[src/hw/rtl/mchw_pkg.sv]
`timescale 1ns / 1ps

package mchw_pkg;

   localparam int DEF_NUM_CHANNELS = 8;
   localparam int DEF_TIME_WIDTH   = 32;

   localparam int CFG_W    = 24;
   localparam int CNT_W    = 8;
   localparam int CH_IDX_W = 3;
   localparam int MASK_W   = 8;
   localparam int PADDR_W  = 4;
   localparam int PDATA_W  = 32;

   localparam logic [CFG_W-1:0] TIMEOUT_RST  = CFG_W'(5000);
   localparam logic [CFG_W-1:0] GRACE_RST    = CFG_W'(10000);
   localparam logic [CFG_W-1:0] INTERVAL_RST = CFG_W'(1000);
   localparam logic [CNT_W-1:0] MAXFAIL_RST  = CNT_W'(3);

   typedef enum logic [1:0] {
      CSR_TIMEOUT  = 2'd0,
      CSR_GRACE    = 2'd1,
      CSR_INTERVAL = 2'd2,
      CSR_MAXFAIL  = 2'd3
   } csr_idx_type;

   typedef enum logic {
      REQ_TICK = 1'b0,
      REQ_FEED = 1'b1
   } req_kind_type;

   typedef struct packed {
      logic [CFG_W-1:0] timeout_ticks;
      logic [CFG_W-1:0] grace_ticks;
      logic [CFG_W-1:0] check_interval_ticks;
      logic [CNT_W-1:0] max_fail_count;
   } cfg_type;

endpackage

[src/hw/rtl/mchw_req_if.sv]
`timescale 1ns / 1ps

interface mchw_req_if;
   logic                          valid;
   logic                          ready;
   logic                          req_type;
   logic [mchw_pkg::CH_IDX_W-1:0] channel;

   modport source (output valid, output req_type, output channel, input ready);
   modport sink   (input valid, input req_type, input channel, output ready);
endinterface

[src/hw/rtl/mchw_rsp_if.sv]
`timescale 1ns / 1ps

interface mchw_rsp_if;
   logic                        valid;
   logic                        ready;
   logic                        check_done;
   logic [mchw_pkg::MASK_W-1:0] timeout_mask;
   logic [mchw_pkg::MASK_W-1:0] never_fed_mask;
   logic [mchw_pkg::CNT_W-1:0]  fail_count;
   logic                        restart;

   modport source (output valid, output check_done, output timeout_mask,
                   output never_fed_mask, output fail_count, output restart,
                   input ready);
   modport sink   (input valid, input check_done, input timeout_mask,
                   input never_fed_mask, input fail_count, input restart,
                   output ready);
endinterface

[src/hw/rtl/mchw_csr.sv]
`timescale 1ns / 1ps

module mchw_csr (
   input  logic                          clock,
   input  logic                          reset,
   input  logic                          psel,
   input  logic                          penable,
   input  logic                          pwrite,
   input  logic [mchw_pkg::PADDR_W-1:0]  paddr,
   input  logic [mchw_pkg::PDATA_W-1:0]  pwdata,
   output logic [mchw_pkg::PDATA_W-1:0]  prdata,
   output logic                          pready,
   output mchw_pkg::cfg_type             cfg
);
   import mchw_pkg::*;

   cfg_type     cfg_ff;
   cfg_type     cfg_in;
   csr_idx_type idx;
   logic        wr_en;

   assign idx    = csr_idx_type'(paddr[3:2]);
   assign wr_en  = psel && penable && pwrite;
   assign pready = 1'b1;
   assign cfg    = cfg_ff;

   always_comb begin
      cfg_in = cfg_ff;
      if (wr_en) begin
         case (idx)
            CSR_TIMEOUT:  cfg_in.timeout_ticks        = pwdata[CFG_W-1:0];
            CSR_GRACE:    cfg_in.grace_ticks          = pwdata[CFG_W-1:0];
            CSR_INTERVAL: cfg_in.check_interval_ticks = pwdata[CFG_W-1:0];
            CSR_MAXFAIL:  cfg_in.max_fail_count       = pwdata[CNT_W-1:0];
            default:      cfg_in = cfg_ff;
         endcase
      end
   end

   always_ff @(posedge clock) begin
      if (reset) begin
         cfg_ff.timeout_ticks        <= TIMEOUT_RST;
         cfg_ff.grace_ticks          <= GRACE_RST;
         cfg_ff.check_interval_ticks <= INTERVAL_RST;
         cfg_ff.max_fail_count       <= MAXFAIL_RST;
      end else begin
         cfg_ff <= cfg_in;
      end
   end

   always_comb begin
      case (idx)
         CSR_TIMEOUT:  prdata = PDATA_W'(cfg_ff.timeout_ticks);
         CSR_GRACE:    prdata = PDATA_W'(cfg_ff.grace_ticks);
         CSR_INTERVAL: prdata = PDATA_W'(cfg_ff.check_interval_ticks);
         CSR_MAXFAIL:  prdata = PDATA_W'(cfg_ff.max_fail_count);
         default:      prdata = '0;
      endcase
   end

endmodule

[src/hw/rtl/mchw_chan.sv]
`timescale 1ns / 1ps

module mchw_chan #(
   parameter int NUM_CHANNELS = mchw_pkg::DEF_NUM_CHANNELS,
   parameter int TIME_WIDTH   = mchw_pkg::DEF_TIME_WIDTH
) (
   input  logic                           clock,
   input  logic                           reset,
   input  logic                           clear,
   input  logic                           feed_en,
   input  logic [mchw_pkg::CH_IDX_W-1:0]  feed_ch,
   input  logic [TIME_WIDTH-1:0]          feed_time,
   input  logic [TIME_WIDTH-1:0]          now,
   input  mchw_pkg::cfg_type              cfg,
   output logic [NUM_CHANNELS-1:0]        timeout_fail,
   output logic [NUM_CHANNELS-1:0]        never_fed_fail
);
   import mchw_pkg::*;

   localparam int CMP_W = (TIME_WIDTH > CFG_W) ? TIME_WIDTH : CFG_W;

   logic [TIME_WIDTH-1:0]   last_feed_ff [NUM_CHANNELS];
   logic [NUM_CHANNELS-1:0] active_ff;
   logic [NUM_CHANNELS-1:0] active_in;
   logic [NUM_CHANNELS-1:0] hit;
   logic                    grace_over;

   assign grace_over = CMP_W'(now) > CMP_W'(cfg.grace_ticks);

   for (genvar c = 0; c < NUM_CHANNELS; c++) begin : g_ch
      logic [TIME_WIDTH-1:0] since;

      assign hit[c]   = feed_en && (32'(feed_ch) == c);
      assign since    = now - last_feed_ff[c];
      assign never_fed_fail[c] = !active_ff[c] && grace_over;
      assign timeout_fail[c]   = active_ff[c] &&
                                 (CMP_W'(since) > CMP_W'(cfg.timeout_ticks));

      always_ff @(posedge clock) begin
         if (hit[c]) begin
            last_feed_ff[c] <= feed_time;
         end
      end
   end

   assign active_in = clear ? '0 : (active_ff | hit);

   always_ff @(posedge clock) begin
      if (reset) begin
         active_ff <= '0;
      end else begin
         active_ff <= active_in;
      end
   end

endmodule

[src/hw/rtl/multi_channel_heartbeat_watchdog_core.sv]
`timescale 1ns / 1ps
// channel  dir  handshake        payload
// req_bus  in   valid/ready      req_type, channel
// rsp_bus  out  valid/ready      check_done, timeout_mask, never_fed_mask,
//                                fail_count, restart
// csr      in   apb (psel etc.)  4 registers at 0x0, 0x4, 0x8, 0xC
//
// One beat per cycle while the result register is not held by rsp_bus.ready.
// A request passes through an input register and then a result register,
// with the channel compares and counter update between them.
// Synchronous active-high reset; no clearing pass, ready right after reset.
// A full result register with rsp_bus.ready low stalls the input register; a request is still taken
// while the input register is empty.

module multi_channel_heartbeat_watchdog_core #(
   parameter int NUM_CHANNELS = mchw_pkg::DEF_NUM_CHANNELS,
   parameter int TIME_WIDTH   = mchw_pkg::DEF_TIME_WIDTH
) (
   input  logic                          clock,
   input  logic                          reset,
   mchw_req_if.sink                      req_bus,
   mchw_rsp_if.source                    rsp_bus,
   input  logic                          psel,
   input  logic                          penable,
   input  logic                          pwrite,
   input  logic [mchw_pkg::PADDR_W-1:0]  paddr,
   input  logic [mchw_pkg::PDATA_W-1:0]  pwdata,
   output logic [mchw_pkg::PDATA_W-1:0]  prdata,
   output logic                          pready
);
   import mchw_pkg::*;

   cfg_type cfg;

   logic                    s1_valid_ff, s1_valid_in;
   logic                    s1_type_ff;
   logic [CH_IDX_W-1:0]     s1_ch_ff;
   logic                    rsp_valid_ff, rsp_valid_in;
   logic                    rsp_done_ff;
   logic [MASK_W-1:0]       rsp_tmask_ff, rsp_nmask_ff;
   logic [CNT_W-1:0]        rsp_count_ff;
   logic                    rsp_restart_ff;

   logic [TIME_WIDTH-1:0]   tick_ff, tick_in, tick_next;
   logic [CFG_W-1:0]        interval_ff, interval_in, interval_next;
   logic [CNT_W-1:0]        fails_ff, fails_in, fails_sat, fails_new;

   logic                    advance, accept, fire, is_tick, check, any_fail, restart;
   logic [CFG_W-1:0]        period;
   logic [NUM_CHANNELS-1:0] tfail, nfail;
   logic [MASK_W+NUM_CHANNELS-1:0] tfail_pad, nfail_pad;

   mchw_csr u_csr (
      .clock   (clock),
      .reset   (reset),
      .psel    (psel),
      .penable (penable),
      .pwrite  (pwrite),
      .paddr   (paddr),
      .pwdata  (pwdata),
      .prdata  (prdata),
      .pready  (pready),
      .cfg     (cfg)
   );

   mchw_chan #(
      .NUM_CHANNELS (NUM_CHANNELS),
      .TIME_WIDTH   (TIME_WIDTH)
   ) u_chan (
      .clock          (clock),
      .reset          (reset),
      .clear          (fire && restart),
      .feed_en        (fire && !is_tick),
      .feed_ch        (s1_ch_ff),
      .feed_time      (tick_ff),
      .now            (tick_next),
      .cfg            (cfg),
      .timeout_fail   (tfail),
      .never_fed_fail (nfail)
   );

   assign advance       = !rsp_valid_ff || rsp_bus.ready;
   assign req_bus.ready = !s1_valid_ff || advance;
   assign accept        = req_bus.valid && req_bus.ready;
   assign fire          = s1_valid_ff && advance;

   assign is_tick       = (s1_type_ff == REQ_TICK);
   assign tick_next     = tick_ff + 1'b1;
   assign interval_next = interval_ff + 1'b1;
   assign period        = (cfg.check_interval_ticks == '0) ? CFG_W'(1)
                                                           : cfg.check_interval_ticks;
   assign check         = is_tick && (interval_next >= period);
   assign any_fail      = |(tfail | nfail);
   assign fails_sat     = (fails_ff == '1) ? fails_ff : fails_ff + 1'b1;
   assign fails_new     = check ? (any_fail ? fails_sat : '0) : fails_ff;
   assign restart       = check && any_fail && (fails_sat >= cfg.max_fail_count);

   assign tfail_pad = {MASK_W'(0), tfail};
   assign nfail_pad = {MASK_W'(0), nfail};

   assign s1_valid_in  = accept ? 1'b1 : (advance ? 1'b0 : s1_valid_ff);
   assign rsp_valid_in = fire ? 1'b1 : (rsp_bus.ready ? 1'b0 : rsp_valid_ff);

   always_comb begin
      tick_in     = tick_ff;
      interval_in = interval_ff;
      fails_in    = fails_ff;
      if (fire) begin
         if (restart) begin
            tick_in     = '0;
            interval_in = '0;
            fails_in    = '0;
         end else if (is_tick) begin
            tick_in     = tick_next;
            interval_in = check ? '0 : interval_next;
            fails_in    = fails_new;
         end
      end
   end

   always_ff @(posedge clock) begin
      if (reset) begin
         s1_valid_ff  <= 1'b0;
         rsp_valid_ff <= 1'b0;
         tick_ff      <= '0;
         interval_ff  <= '0;
         fails_ff     <= '0;
      end else begin
         s1_valid_ff  <= s1_valid_in;
         rsp_valid_ff <= rsp_valid_in;
         tick_ff      <= tick_in;
         interval_ff  <= interval_in;
         fails_ff     <= fails_in;
      end
   end

   always_ff @(posedge clock) begin
      if (accept) begin
         s1_type_ff <= req_bus.req_type;
         s1_ch_ff   <= req_bus.channel;
      end
      if (fire) begin
         rsp_done_ff    <= check;
         rsp_tmask_ff   <= check ? tfail_pad[MASK_W-1:0] : '0;
         rsp_nmask_ff   <= check ? nfail_pad[MASK_W-1:0] : '0;
         rsp_count_ff   <= fails_new;
         rsp_restart_ff <= restart;
      end
   end

   assign rsp_bus.valid          = rsp_valid_ff;
   assign rsp_bus.check_done     = rsp_done_ff;
   assign rsp_bus.timeout_mask   = rsp_tmask_ff;
   assign rsp_bus.never_fed_mask = rsp_nmask_ff;
   assign rsp_bus.fail_count     = rsp_count_ff;
   assign rsp_bus.restart        = rsp_restart_ff;

   a_restart_clears: assert property (@(posedge clock) disable iff (reset)
      fire && restart |=> (tick_ff == '0) && (interval_ff == '0) && (fails_ff == '0))
      else $error("restart did not clear watchdog state");

   a_restart_on_check: assert property (@(posedge clock) disable iff (reset)
      rsp_bus.valid && rsp_bus.restart |-> rsp_bus.check_done)
      else $error("restart without check");

   a_feed_no_check: assert property (@(posedge clock) disable iff (reset)
      fire && !is_tick |=> rsp_bus.valid && !rsp_bus.check_done
                           && (rsp_bus.timeout_mask == '0))
      else $error("feed beat produced a check");

   a_feed_keeps_time: assert property (@(posedge clock) disable iff (reset)
      fire && !is_tick |=> (tick_ff == $past(tick_ff)))
      else $error("feed beat advanced time");

endmodule

[src/flat_wrapper.sv]
// flat-port wrapper written by rule: the top's interface ports become plain ports
module multi_channel_heartbeat_watchdog_core_flat import mchw_pkg::*;
#(
   parameter int NUM_CHANNELS = mchw_pkg::DEF_NUM_CHANNELS,
   parameter int TIME_WIDTH   = mchw_pkg::DEF_TIME_WIDTH
)
  (clock, reset, psel, penable, pwrite, paddr, pwdata, prdata, pready, req_bus_valid, req_bus_req_type, req_bus_channel, req_bus_ready, rsp_bus_valid, rsp_bus_check_done, rsp_bus_timeout_mask, rsp_bus_never_fed_mask, rsp_bus_fail_count, rsp_bus_restart, rsp_bus_ready);
  mchw_req_if req_bus_i ();
  mchw_rsp_if rsp_bus_i ();
  input  logic clock;
  input  logic reset;
  input  logic psel;
  input  logic penable;
  input  logic pwrite;
  input  logic [mchw_pkg::PADDR_W-1:0] paddr;
  input  logic [mchw_pkg::PDATA_W-1:0] pwdata;
  output logic [mchw_pkg::PDATA_W-1:0] prdata;
  output logic pready;
  input wire logic [$bits(req_bus_i.valid)-1:0] req_bus_valid;
  input wire logic [$bits(req_bus_i.req_type)-1:0] req_bus_req_type;
  input wire logic [$bits(req_bus_i.channel)-1:0] req_bus_channel;
  output wire logic [$bits(req_bus_i.ready)-1:0] req_bus_ready;
  output wire logic [$bits(rsp_bus_i.valid)-1:0] rsp_bus_valid;
  output wire logic [$bits(rsp_bus_i.check_done)-1:0] rsp_bus_check_done;
  output wire logic [$bits(rsp_bus_i.timeout_mask)-1:0] rsp_bus_timeout_mask;
  output wire logic [$bits(rsp_bus_i.never_fed_mask)-1:0] rsp_bus_never_fed_mask;
  output wire logic [$bits(rsp_bus_i.fail_count)-1:0] rsp_bus_fail_count;
  output wire logic [$bits(rsp_bus_i.restart)-1:0] rsp_bus_restart;
  input wire logic [$bits(rsp_bus_i.ready)-1:0] rsp_bus_ready;
  assign req_bus_i.valid = req_bus_valid;
  assign req_bus_i.req_type = req_bus_req_type;
  assign req_bus_i.channel = req_bus_channel;
  assign req_bus_ready = req_bus_i.ready;
  assign rsp_bus_valid = rsp_bus_i.valid;
  assign rsp_bus_check_done = rsp_bus_i.check_done;
  assign rsp_bus_timeout_mask = rsp_bus_i.timeout_mask;
  assign rsp_bus_never_fed_mask = rsp_bus_i.never_fed_mask;
  assign rsp_bus_fail_count = rsp_bus_i.fail_count;
  assign rsp_bus_restart = rsp_bus_i.restart;
  assign rsp_bus_i.ready = rsp_bus_ready;
  multi_channel_heartbeat_watchdog_core #(.NUM_CHANNELS(NUM_CHANNELS), .TIME_WIDTH(TIME_WIDTH)) u_core (.clock(clock), .reset(reset), .req_bus(req_bus_i), .rsp_bus(rsp_bus_i), .psel(psel), .penable(penable), .pwrite(pwrite), .paddr(paddr), .pwdata(pwdata), .prdata(prdata), .pready(pready));
endmodule
[config.mk]
export PLATFORM = sky130hd
export DESIGN_NAME = multi_channel_heartbeat_watchdog_core_flat
export DESIGN_NICKNAME = d
export VERILOG_FILES = /design/src/hw/rtl/mchw_pkg.sv /design/src/hw/rtl/mchw_req_if.sv /design/src/hw/rtl/mchw_rsp_if.sv /design/src/hw/rtl/mchw_csr.sv /design/src/hw/rtl/mchw_chan.sv /design/src/hw/rtl/multi_channel_heartbeat_watchdog_core.sv /design/src/flat_wrapper.sv
export SDC_FILE = /design/constraint.sdc
export NUM_CORES = 2
export LEC_CHECK = 0
export BUFFER_PORTS_ARGS = -buffer_cell sky130_fd_sc_hd__buf_2
export CAP_MARGIN = 20
export CORE_UTILIZATION = 40
export CTS_CLUSTER_DIAMETER = 50
export CTS_CLUSTER_SIZE = 25
export DETAILED_ROUTE_END_ITERATION = 6
export SYNTH_ARGS = -nofsm -noshare
export SYNTH_HDL_FRONTEND = slang
export SYNTH_SLANG_ARGS = --single-unit
[constraint.sdc]
create_clock -name clock -period 6.7 [get_ports clock]
set_input_delay 1.675 -clock clock [delete_from_list [all_inputs] [get_ports clock]]
set_output_delay 1.675 -clock clock [all_outputs]
set_load 0.005 [all_outputs]
Word-level counts from Yosys, hierarchy flattened:

Memories as Yosys holds them, arrays and structs flattened.
Cells that the tools add are included.

* logic and storage cells: 172
* RAM bits: 256
* memory bits (read-only): 0
* bits of input ports: 47
* bits in latches: 0
* flip-flop bits (word level): 184
* output and inout bits: 61
* memories: 1

Memory list
* u_core.u_chan.last_feed_ff: depth 8, width 32, read ports 8, clocked after Yosys merged registers in 0, write ports 1, RTL line mchw_chan.sv:22 `logic [TIME_WIDTH-1:0] last_feed_ff [NUM_CHANNELS];`

* $add $sub $neg: 11
* divide/modulo/power cells: 0
* equality and inequality tests: 12
* multiply operators: 0
* shifts and indexed selects: 0
* reductions and logical operators: 64
* mux-type cells: 53
* bitwise gates (word level): 3
* $lt $le $gt $ge: 11

Operators by type and width (number)
* 32-bit by 24-bit greater-than comparator with 1-bit output: 9
* 32-bit two-way mux: 9
* 32-bit subtractor: 8
* 32-bit OR reduction: 7
* 32-bit case mux with 4 select lines: 1
* 24-bit two-way mux: 4
* 8-bit two-way mux: 5
* 1-bit logical AND: 33
* 32-bit by 1-bit adder with 32-bit output, second input constant: 1
* 1-bit two-way mux: 27
* 24-bit by 1-bit adder with 24-bit output, second input constant: 1
* 24-bit >= comparator: 1
* 24-bit zero test: 1
* 3-bit two-way mux: 7
* 8-bit OR: 2
* 3-bit equality test, second input constant: 4
* 1-bit zero test: 10
* 2-bit AND reduction: 5
* 8-bit by 1-bit adder with 8-bit output, second input constant: 1
* 8-bit equality test, second input constant: 1
* 8-bit >= comparator: 1
* 8-bit OR reduction: 1
* 3-bit by 2-bit equality test with 1-bit output, second input constant: 2
* 2-bit equality test, second input constant: 2
* 9 further kinds: 11

Logic depth before layout (Yosys ltp):

* word-level depth: 15
* gate-level depth with buffers: 33
* mapped depth without buffers: 31

Modules after synthesis:

From an unflattened synthesis, not the netlist that was laid out.

* cell total of the unflattened synthesis: 3949
* area total of the unflattened synthesis: 35916.9 um2

Modules (own cells, without submodules)
* mchw_chan: sequential area each 7847.5 um2, times used 1, cells an instance 2920, area an instance 26341.5 um2
* multi_channel_heartbeat_watchdog_core: sequential area each 2222.1 um2, times used 1, cells an instance 652, area an instance 5728.0 um2
* mchw_csr: sequential area each 1601.5 um2, times used 1, cells an instance 377, area an instance 3847.4 um2

Least setup slack after synthesis:

No wires, ideal clock.

* path kind: reg2reg
* start point: register u_core.tick_ff[0]
* end point: register u_core.rsp_count_ff[0], in the netlist u_core.rsp_bus.fail_count[0], data pin
* setup time: 0.256 ns
* path buffers: 1
* slack: -0.399 ns
* period minus slack after synthesis: 7.099 ns
* data arrival time: 6.843 ns
* cell stages (with the launch flop): 33
* cells stage by stage: dfxtp_1 > ha_1 > nand4_1 > nor2_1 > nand2_1 > xnor2_1 > ha_1 > clkbuf_1 > and4_1 > and2_1 > o311ai_0 > and3_1 > nor2_1 > a31o_2 > a21oi_1 > o21ai_0 > a21oi_1 > o21bai_1 > xor2_1 > ha_1 > a21o_1 > a21o_1 > a21oi_1 > o21ai_0 > a2111oi_0 > o221ai_1 > nor4_1 > a41oi_1 > nor2_1 > nand3_2 > nor2_1 > o21ai_1 > a22o_1

* longest elaborated chain between the ends: 8
* elaborated cells between the ends (all ways): 38
* those cells by class: add/sub (9); order compare (9); mux (2); bitwise (1); reduce/logical (17)

RTL lines
* from (decl): RTL line multi_channel_heartbeat_watchdog_core.sv:44 `logic [TIME_WIDTH-1:0] tick_ff, tick_in, tick_next;`
* from (signal assigned): RTL line multi_channel_heartbeat_watchdog_core.sv:131 `tick_ff <= tick_in;`
* 32-bit by 1-bit adder with 32-bit output *: RTL line multi_channel_heartbeat_watchdog_core.sv:88 `assign tick_next = tick_ff + 1'b1;`
* 32-bit subtractor: RTL line mchw_chan.sv:34 `assign since = now - last_feed_ff[c];`
* 32-bit by 24-bit greater-than comparator with 1-bit output: RTL line mchw_chan.sv:37 `(CMP_W'(since) > CMP_W'(cfg.timeout_ticks));`
* 1-bit logical AND: RTL line mchw_chan.sv:36 `assign timeout_fail[c] = active_ff[c] &&`
* 8-bit OR *: RTL line multi_channel_heartbeat_watchdog_core.sv:93 `assign any_fail = |(tfail | nfail);`
* 8-bit OR reduction *: RTL line multi_channel_heartbeat_watchdog_core.sv:93
* 8-bit two-way mux * (2 in series): RTL line multi_channel_heartbeat_watchdog_core.sv:95 `assign fails_new = check ? (any_fail ? fails_sat : '0) : fails_ff;`
* named net u_core.fails_new[0]: RTL line multi_channel_heartbeat_watchdog_core.sv:46 `logic [CNT_W-1:0] fails_ff, fails_in, fails_sat, fails_new;`
* to (signal assigned): RTL line multi_channel_heartbeat_watchdog_core.sv:146 `rsp_count_ff <= fails_new;`
* to (decl): RTL line multi_channel_heartbeat_watchdog_core.sv:41 `logic [CNT_W-1:0] rsp_count_ff;`

Mark *: on every way through the listed nets, which the timed path passes. The rest lies on a longest branch.
A chain may end at the register's enable or synchronous reset.

Worst setup path in the final report:

* start point: register u_core.tick_ff[1]
* end point: register u_core.tick_ff[11]

* longest elaborated chain between the ends: 10
* elaborated cells between the ends (all ways): 42
* those cells by class: add/sub (9); order compare (9); eq/ne (1); mux (2); bitwise (1); reduce/logical (20)

RTL lines
* 32-bit by 1-bit adder with 32-bit output *: RTL line multi_channel_heartbeat_watchdog_core.sv:88
* 32-bit subtractor: RTL line mchw_chan.sv:34
* 32-bit by 24-bit greater-than comparator with 1-bit output: RTL line mchw_chan.sv:37
* 1-bit logical AND: RTL line mchw_chan.sv:36
* 8-bit OR: RTL line multi_channel_heartbeat_watchdog_core.sv:93
* 8-bit OR reduction: RTL line multi_channel_heartbeat_watchdog_core.sv:93
* 1-bit logical AND (2 in series): RTL line multi_channel_heartbeat_watchdog_core.sv:96 `assign restart = check && any_fail && (fails_sat >= cfg.max_fail_count);`
* 2-bit != test (no source line)
* 2-bit AND reduction (no source line)

Every way passes the cells marked *; elsewhere a longest branch is shown, timed or not. The select of a mux whose other input is x is not followed.

==> flow_summary.yaml <==
timing:
  setup_tns_ns: 0
  period_share_pct: 98.06
  finClkSkew_ns: 0.03266
  rsz0062_at_grt: "true"
  fmax_mhz: 152.2
  fin_crit_ns: 6.570
  hold_slack_ns: 0.4680
  tightest_slew_ns: 1.181
  hold_viol: 0
  drv_slew: 0
  worst_slack_ns: 0.1297
  max_slew_margin_pct: 21.25
  finalSetupViolations: 0
finish:
  nNetsFinal: 5437
  design_area_um2: 46560
  post-route-util_pct: 51.57
  syn_to_final_growth_pct: 27.40
  drive_above_1_share_pct: 22.24
cts:
  cts_hold_buf: 0
  cts.reportedPaths.clkPinSlew_ns: 0.06
  cts_tree: "built"
  clock_latency_ns: 0.61
  cts_root_buf: "clkbuf_16"
  cts_num_sinks: 440
  clk_path_buf_depth: 3
  numCtsBuffers: 66
  htree_levels: 3
floorplanning:
  ios: 108
  num_rows: 110
  core_um2: 90290
  die_area_um2: 92580
  fp.dieH_um: 304.3
  fp.dieW_um: 304.3
  start_util_pct: 40.48
setup_path:
  crit_path_end: "u_core.tick_ff[11]$_SDFFE_PP0P_"
  crit_fanout: 10
  rr_worst_depth: 32
  startpoint_type: "flop"
  max_stage_delay_ns: 0.43
  timing.rr.start: "u_core.tick_ff[1]$_SDFFE_PP0P_"
  worst-endpoint-required_ns: 7.23
  worstSetupPathType: "flop to flop"
  r2r_slack_ns: 0.13
  arrival_ns: 7.10
  slowest_stage: "o41a_1"
  critPathLaunch: "u_core.tick_ff[1]$_SDFFE_PP0P_"
  cp_common_cell: "buf_4"
  r2r_end: "u_core.tick_ff[11]$_SDFFE_PP0P_"
  crit_path_end_kind: "flop"
synthesis:
  seq_area_frac_synth_pct: 31.93
  synth_cell_types: 88
  synth_common_cells: "ha_1, nand2_1, a21oi_1, inv_1, edfxtp_1"
  yosys-top-cells-area: "edfxtp_1, ha_1, dfxtp_1"
  netlist_instances: 4210
  ys.flop_type: "edfxtp_1"
  ys_ff_latch: 440
  avgSynthCellArea_um2: 8.681
  synth_top_area_share_pct: 23.50
  yosysWarnings: 0
  synth_most_common_cell: "ha_1"
  synth_area_um2: 36550
  async_reset_ff_share_pct: 0
  yosys.area.top_type: "edfxtp_1"
  synth_edf_count: 286
global_route:
  grt-ovfl-total: 0
  antenna_found_initial: 1
  track_usage_pct: 25.49
  grt_start_max_net_pins: 47
  grt_first_pass_wirelength_mm: 184.0
  first_global_vias: 33790
detailed_routing:
  vias: 33940
  drc: 0
  avgRoutedWirePerCell_um: 19.92
  routed_wl_mm: 121.8
  vias_per_cell: 5.552
  dr.pass1.iters: 6
  drt_iter0_drc: 2259
  postRouteAntennaNets: 0
placed_design:
  place_ws_ns: -0.6477
  post-dp-hpwl_mm: 99.49
  place_area_um2: 42650
  numPortBuffers: 88
  place_congestion: 0.9393
flow_run:
  drv_cap: 0
worst_hold_path:
  hold_path_class: "flop to flop"
pwr:
  max-vdd-ir-drop_mv: 0.2055
  power_density_nw_per_um2: 144.7
  power.leakage_nw: 21.18
outcome:
  status: "finished clean"
critical path, delay by kind of cell, from the launching register on:
| kind | cells | cell delay (ns) |
|---|---|---|
| simple gates | 9 | 1.60 |
| xor+xnor | 2 | 0.45 |
| buf+inv | 8 | 1.26 |
| fa+ha+maj | 3 | 0.77 |
| compound gates | 10 | 2.05 |
| flops | 1 | 0.36 |
repair_timing:
action                                  4_1_cts  5_1_grt
endpoints found under the setup margin       58       57
gates resized for setup                      63      214
gates cloned                                  0        2
pin swaps                                    25       88
buffers inserted                              6       34
cells by family (layout without fill, tap and decap cells):
group | Yosys count | in the layout | synth area share (%)
flip-flops | 440 | 440 | 31.93
AND/OR/NAND/NOR | 1206 | 1206 | 15.85
XOR/XNOR | 282 | 282 | 6.809
buffers and inverters | 540 | 1260 | 5.724
adder cells (fa/ha/maj) | 507 | 507 | 17.52
AO/OA/AOI/OAI | 1195 | 1195 | 20.81
multiplexers | 38 | 38 | 1.321
other | 2 | 10 | 0.02055
power by group:
part	switching (W)	internal (W)
Sequential	0.0000130	0.00288
Combinational	0.000212	0.000140
Clock	0.00150	0.00199
Total	0.00173	0.00501
layout make-up:
| cell class | instances | area [um2] |
|---|---|---|
| flip-flops and latches | 440 | 11680 |
| clock inverters | 52 | 556.8 |
| multi-input cells | 3237 | 24090 |
| clock buffers | 70 | 1667 |
| inverters | 395 | 1483 |
| diodes | 1 | 2.502 |
| well taps | 1176 | 1471 |
| repair buffers | 743 | 5612 |
| fillers | 8465 | 43720 |
registers in the layout (all words and copies together), names as in the netlist:
register / flops
u_core.u_chan.active_ff: 8
u_core.rsp_bus.timeout_mask: 8
u_core.s1_type_ff: 1
u_core.rsp_bus.fail_count: 8
u_core.tick_ff: 32
u_core.s1_ch_ff: 3
u_core.rsp_bus.restart: 1
u_core.fails_ff: 8
u_core.s1_valid_ff: 1
u_core.rsp_bus.check_done: 1
u_core.rsp_bus.valid: 1
u_core.interval_ff: 24
u_core.u_csr.cfg: 80
u_core.u_chan.last_feed_ff: 256
u_core.rsp_bus.never_fed_mask: 8
cell usage in the layout, fill, tap and decap left out, types with 47 or more instances in the layout:
cell type,instances
xnor2_1,168
clkbuf_16,68
o21ai_0,188
edfxtp_1,286
a21oi_1,385
buf_2,87
nand3_1,87
nor2_1,205
ha_1,476
dfxtp_1,151
a21o_1,136
nor3_1,47
nand2_1,448
xor2_1,101
inv_1,395
nand4_1,123
buf_4,625
nor2b_1,51
o21a_1,54
stage by stage:
| stage | std cells | power, W |
|---|---|---|
| 3_3_place_gp | 5949 | 0.003283 |
| 6_report | 6114 | 0.006739 |
| 5_1_grt | 6113 | 0.006948 |
| 3_5_place_dp | 5949 | 0.003290 |
| 4_1_cts | 6077 | 0.006806 |
| 2_1_floorplan | 4217 | 0.003150 |
metal layers:
layer  vias up  wire length (um)  GRT usage [%]
met4         0              5409          10.70
met1     16160             52180          31.21
met2       819             59060          45.51
li1      16750                 -              -
met5         -                 0              0
met3       219              5114          2.403
worst min path at each step:
| stage | startpoint | to | slack, ns | cells past startpoint |
|---|---|---|---|---|
| global placement | u_core.interval_ff[23]$_SDFFE_PP0P_ | u_core.interval_ff[23]$_SDFFE_PP0P_ | 0.45 | 2 |
| detailed placement | u_core.u_csr.cfg[76]$_SDFFE_PP0P_ | u_core.u_csr.cfg[76]$_SDFFE_PP0P_ | 0.46 | 2 |
| CTS | u_core.u_csr.cfg[76]$_SDFFE_PP0P_ | u_core.u_csr.cfg[76]$_SDFFE_PP0P_ | 0.47 | 2 |
| global route | u_core.u_csr.cfg[43]$_SDFFE_PP0P_ | u_core.u_csr.cfg[43]$_SDFFE_PP0P_ | 0.49 | 2 |
| floorplan | u_core.interval_ff[23]$_SDFFE_PP0P_ | u_core.interval_ff[23]$_SDFFE_PP0P_ | 0.44 | 2 |
| finish | u_core.u_csr.cfg[76]$_SDFFE_PP0P_ | u_core.u_csr.cfg[76]$_SDFFE_PP0P_ | 0.47 | 2 |
(Power assumes the default switching activity.)
